File: config.mk
export PLATFORM = sky130hd
export DESIGN_NAME = sfpvt_ctrl
export DESIGN_NICKNAME = d
export VERILOG_FILES = /design/src/sv/sfpvt_pkg.sv /design/src/sv/sfpvt_ctrl.sv
export SDC_FILE = /design/constraint.sdc
export NUM_CORES = 1
export LEC_CHECK = 0
export BUFFER_PORTS_ARGS = -buffer_cell sky130_fd_sc_hd__buf_4
export CAP_MARGIN = 10
export CORE_AREA = 3 3 40 42
export CTS_CLUSTER_DIAMETER = 80
export DETAILED_ROUTE_END_ITERATION = 16
export DIE_AREA = 0 0 43 45
export MAX_ROUTING_LAYER = met4
export PLACE_DENSITY = 0.41
export SLEW_MARGIN = 20
export SYNTH_ARGS = -nofsm -noshare
export SYNTH_HDL_FRONTEND = slang
export SYNTH_SLANG_ARGS = --single-unit
File: constraint.sdc
create_clock -name clk -period 1.63 [get_ports clk]
set_input_delay 0.2445 -clock clk [delete_from_list [all_inputs] [get_ports clk]]
set_output_delay 0.2445 -clock clk [all_outputs]
set_load 0.005 [all_outputs]
File: src/sv/sfpvt_pkg.sv
// Types, constants and controller/datapath links of the frame parser.
package sfpvt_pkg;

	localparam int FRAME_BYTES = 256;
	localparam int BUF_AW = $clog2(FRAME_BYTES);
	localparam int IDX_W = $clog2(FRAME_BYTES + 1);
	localparam int TBL_DEPTH = 256;
	localparam int TBL_AW = $clog2(TBL_DEPTH);
	localparam int HDR_BYTES = 3;
	localparam int TRIPLE_BYTES = 3;

	localparam logic [7:0] SYNC_BYTE = 8'hFF;
	localparam logic [7:0] END_ID = 8'h00;
	localparam logic [1:0] SYNC_LEN = 2'd3;
	localparam logic [1:0] PHASE_LAST = 2'd2;

	localparam logic signed [11:0] ANGLE_MUL = 12'sd1125;
	localparam int ANGLE_SHIFT = 9;
	localparam int PROD_W = 28;

	typedef enum logic {
		CMD_BYTE,
		CMD_READ
	} cmd_code_t;

	typedef enum logic [2:0] {
		ST_IDLE,
		ST_READ,
		ST_WALK_ID,
		ST_WALK_LO,
		ST_WALK_HI,
		ST_WALK_WR
	} state_t;

	typedef enum logic [1:0] {
		OFF_ID,
		OFF_LO,
		OFF_HI
	} rd_off_t;

	typedef struct packed {
		logic    take_byte;
		logic    load_read;
		rd_off_t rd_off;
		logic    latch_id;
		logic    latch_lo;
		logic    tbl_wr;
	} dp_cmd_t;

	typedef struct packed {
		logic out_free;
		logic walk_start;
		logic walk_more;
	} dp_stat_t;

endpackage

File: src/sv/sfpvt_ctrl.sv
// Controller: input handshake, table read sequencing and frame commit walk.
module sfpvt_ctrl import sfpvt_pkg::*; (
	input  logic     clk,
	input  logic     arst_n,
	input  logic     in_valid,
	input  logic     in_command,
	output logic     in_ready,
	input  dp_stat_t stat,
	output dp_cmd_t  cmd
);

	state_t state_q, state_n;

	always_ff @(posedge clk or negedge arst_n) begin
		if (!arst_n) begin
			state_q <= ST_IDLE;
		end else begin
			state_q <= state_n;
		end
	end

	always_comb begin
		state_n = state_q;
		unique case (state_q)
			ST_IDLE: begin
				if (in_valid && stat.out_free) begin
					if (in_command == CMD_READ) begin
						state_n = ST_READ;
					end else if (stat.walk_start) begin
						state_n = ST_WALK_ID;
					end
				end
			end
			ST_READ:    state_n = ST_IDLE;
			ST_WALK_ID: state_n = ST_WALK_LO;
			ST_WALK_LO: state_n = ST_WALK_HI;
			ST_WALK_HI: state_n = ST_WALK_WR;
			ST_WALK_WR: state_n = stat.walk_more ? ST_WALK_ID : ST_IDLE;
			default:    state_n = ST_IDLE;
		endcase
	end

	always_comb begin
		cmd = '0;
		in_ready = 1'b0;
		unique case (state_q)
			ST_IDLE: begin
				in_ready = stat.out_free;
				cmd.take_byte = in_valid && stat.out_free && (in_command == CMD_BYTE);
			end
			ST_READ: cmd.load_read = 1'b1;
			ST_WALK_ID: cmd.rd_off = OFF_ID;
			ST_WALK_LO: begin
				cmd.latch_id = 1'b1;
				cmd.rd_off = OFF_LO;
			end
			ST_WALK_HI: begin
				cmd.latch_lo = 1'b1;
				cmd.rd_off = OFF_HI;
			end
			ST_WALK_WR: cmd.tbl_wr = 1'b1;
			default: ;
		endcase
	end

endmodule

==> results.sh <==
export IMPL_min_from="stat[0]"
export IMPL_critical_path_max_fanout=10
export IMPL_hold_viol=0
export IMPL_dieArea_um2=1940
export IMPL_crit_start="state_q[2]$_DFFE_PN0P_"
export IMPL_fp_dieH_um=45
export IMPL_largest_register_ffs=3
export IMPL_synthAdderAreaFrac_pct=0
export IMPL_reg2reg_setup_slack_ns=0.67
export IMPL_cp_slowest_stage_delay_ns=0.49
export IMPL_peakVddDrop_mv=0.325
export IMPL_core_rowCount=13
export IMPL_path_cells="nor4b_1, buf_4"
export IMPL_nets=48
export IMPL_final_max_slew_viol_count=0
export IMPL_status="finished clean"
export IMPL_pre_cts_slack_ns=0.385
export IMPL_portBuffers=14
export IMPL_p_per_area_nw_per_um2=1320
export IMPL_synth_fp_nets=31
export IMPL_internal_power_uw=297
export IMPL_skew_ns=0.00336
export IMPL_p_switching_uw=169
export IMPL_p_leak_nw=0.168
export IMPL_hold_class="input port to flop"
export IMPL_fp_dieW_um=43
export IMPL_regMostFlops="state_q"
export IMPL_startpoint_type="flop"
export IMPL_tightestPinTransition_ns=0.356
export IMPL_cts_clk_slew_worst_paths_ns=0.04
export IMPL_synth_top_cell_by_area="dfrtp_1"
export IMPL_clock_path_buffers=2
export IMPL_arrival_ns=1.25
export IMPL_required_ns=1.39
export IMPL_ys_types=17
export IMPL_whs_path_depth=2
export IMPL_vias=234
export IMPL_clock_sinks=3
export IMPL_layout_min_cycle_time_ns=1.49
export IMPL_r2r_start="state_q[1]$_DFFE_PN0P_"
export IMPL_synth_compound_area_share_pct=17.9
export IMPL_min_period_over_period_pct=91.5
export IMPL_fmax_mhz=670
export IMPL_synth_top_cells_by_area="dfrtp_1, a211oi_1, nand2b_4"
export IMPL_rsz0062_at_grt="no"
export IMPL_seqPwrFrac_pct=33.9
export IMPL_cts_max_level=1
export IMPL_reg_top3="state_q x3"
export IMPL_place_congestion=0.689
export IMPL_drive_gt1_share_pct=52.5
export IMPL_yosysWarnings=0
export IMPL_synth_seq_cells=3
export IMPL_grt_start_max_net_pins=11
export IMPL_rr_endpoint="state_q[1]$_DFFE_PN0P_"
export IMPL_async_reset_ff_share_pct=100
export IMPL_wl_um=536
export IMPL_antenna_cells=0
export IMPL_fin_ws_ns=0.138
export IMPL_avgSynthCellArea_um2=9.02
export IMPL_cts_resized=0
export IMPL_drc=0
export IMPL_nFillCells=151
export IMPL_insertion_delay_ns=0.23
export IMPL_io_pins=15
export IMPL_synthMuxAreaShare_pct=0
export IMPL_grt_pass1_vias=236
export IMPL_detailed_place_hpwl_um=440
export IMPL_grt_antenna_before_repair=0
export IMPL_synth_commonest_cells="dfrtp_1, nor2_1, a211oi_1, nand2_1, nor3_1"
export IMPL_cts_root_buf="clkbuf_4"
export IMPL_drt_iter0_markers=2
export IMPL_drt_vias_per_instance=4.25
export IMPL_synth_cells=24
export IMPL_hold_end="state_q[1]$_DFFE_PN0P_"
export IMPL_placed_cell_area_um2=317
export IMPL_synth_top_family_by_area="simple AND/OR/NAND/NOR gates"
export IMPL_start_util_pct=16.8
export IMPL_syn_area_um2=216
export IMPL_wl_per_cell_um=9.75
export IMPL_core_area_um2=1280
export IMPL_yosysSeqAreaShare_pct=34.7
export IMPL_setup_viol=0
export IMPL_max_slew_margin_rel_pct=76.2
export IMPL_cp_end_kind="output port"
export IMPL_drtAntennaViolNets=0
export IMPL_synth_edf_count=0
export IMPL_synth_xor_area_share_pct=0
export IMPL_power_combinational_fraction_pct=38.8
export IMPL_grt_pass1_wl_um=917
export IMPL_critPathSlowestCell="dfrtp_1"
export IMPL_clockPowerShare_pct=27.3
export IMPL_first_pass_iters=4
export IMPL_cts_tree="yes"
export IMPL_rr_worst_depth=3
export IMPL_final_cell_area_um2=353
export IMPL_track_usage_pct=6.88
export IMPL_syn2layout_area_growth_pct=63.0
export IMPL_crit_type="flop to output port"
export IMPL_setup_tns_ns=0
export IMPL_cts_buffers=3
export IMPL_yosys_area_share_simple_pct=34.7
export IMPL_maxCapViolCount=0
export IMPL_synthFlopType="dfrtp_1"
export IMPL_gr_total_overflow=0
export IMPL_p_sw_share_pct=36.3
export IMPL_synth_top_area_share_pct=34.7
[worst max-delay path: cells and delay by family (launching register included)]
kind / cells / cell delay, ns
DFF: 1 / 0.49
and+or+nand+nor: 1 / 0.36
buffers and inverters: 1 / 0.17
[timing repair]
item	CTS	global route
hold buffers	1	0
endpoints found under the hold margin	3	0
buffers inserted	0	0
[layer usage]
layer,share of wire [%],track usage [%],vias to the layer above
met5,0,-,-
met4,0,7.23,0
met3,9.9,2.79,0
met2,42,8.08,15
met1,48,8.25,104
li1,-,-,115
[cell usage in the layout (no fill, tap or decap), drive strengths merged]
cell type,count
a211oi,2
a32oi,1
and2,1
buf,14
clkbuf,4
dfrtp,3
dlygate4sd3,1
inv,1
nand2,2
nand2b,1
nor2,5
nor3,2
nor4b,1
o22ai,1
o2bb2ai,1
[power groups by stage]
| stage | sequential (mW) | clock (mW) | combinational [mW] |
|---|---|---|---|
| 6_report | 0.158 | 0.127 | 0.181 |
| 5_1_grt | 0.166 | 0.145 | 0.201 |
| 4_1_cts | 0.158 | 0.132 | 0.185 |
| 3_5_place_dp | 0.159 | 0 | 0.182 |
| 3_3_place_gp | 0.160 | 0 | 0.183 |
| 2_1_floorplan | 0.121 | 0 | 0.148 |
[cells by family after synthesis]
group,Yosys count
flip-flops,3
buffers and inverters,4
AND/OR/NAND/NOR,12
AO/OA/AOI/OAI,5
[stage by stage]
step / power, mW / utilization [%] / cells / hold WS, ns
floorplan: 0.269 / - / 24 / -0.0511
global placement: 0.343 / 24.6 / 50 / 0.0348
detailed placement: 0.341 / 24.6 / 50 / 0.0352
CTS: 0.475 / 27.5 / 55 / 0.235
global route: 0.512 / 27.5 / 55 / 0.230
finish: 0.466 / 27.5 / 55 / 0.239
[worst max-delay path by stage]
stage               slack (ns)  endpoint
detailed placement        0.39  in_ready
finish                    0.14  in_ready
global route              0.05  in_ready
CTS                       0.13  in_ready
floorplan                 0.48    cmd[4]
global placement          0.40  in_ready
[final cells by class]
cell class	count	area, um^2	area share [%]
Clock buffer	4	26.3	7.45
Inverter	1	3.75	1.06
Multi-Input combinational cell	17	114	32.3
Sequential cell	3	75.1	21.3
Tap cell	15	18.8	5.32
Timing Repair Buffer	15	115	32.6
No activity file was read; power rests on OpenSTA's default activity.
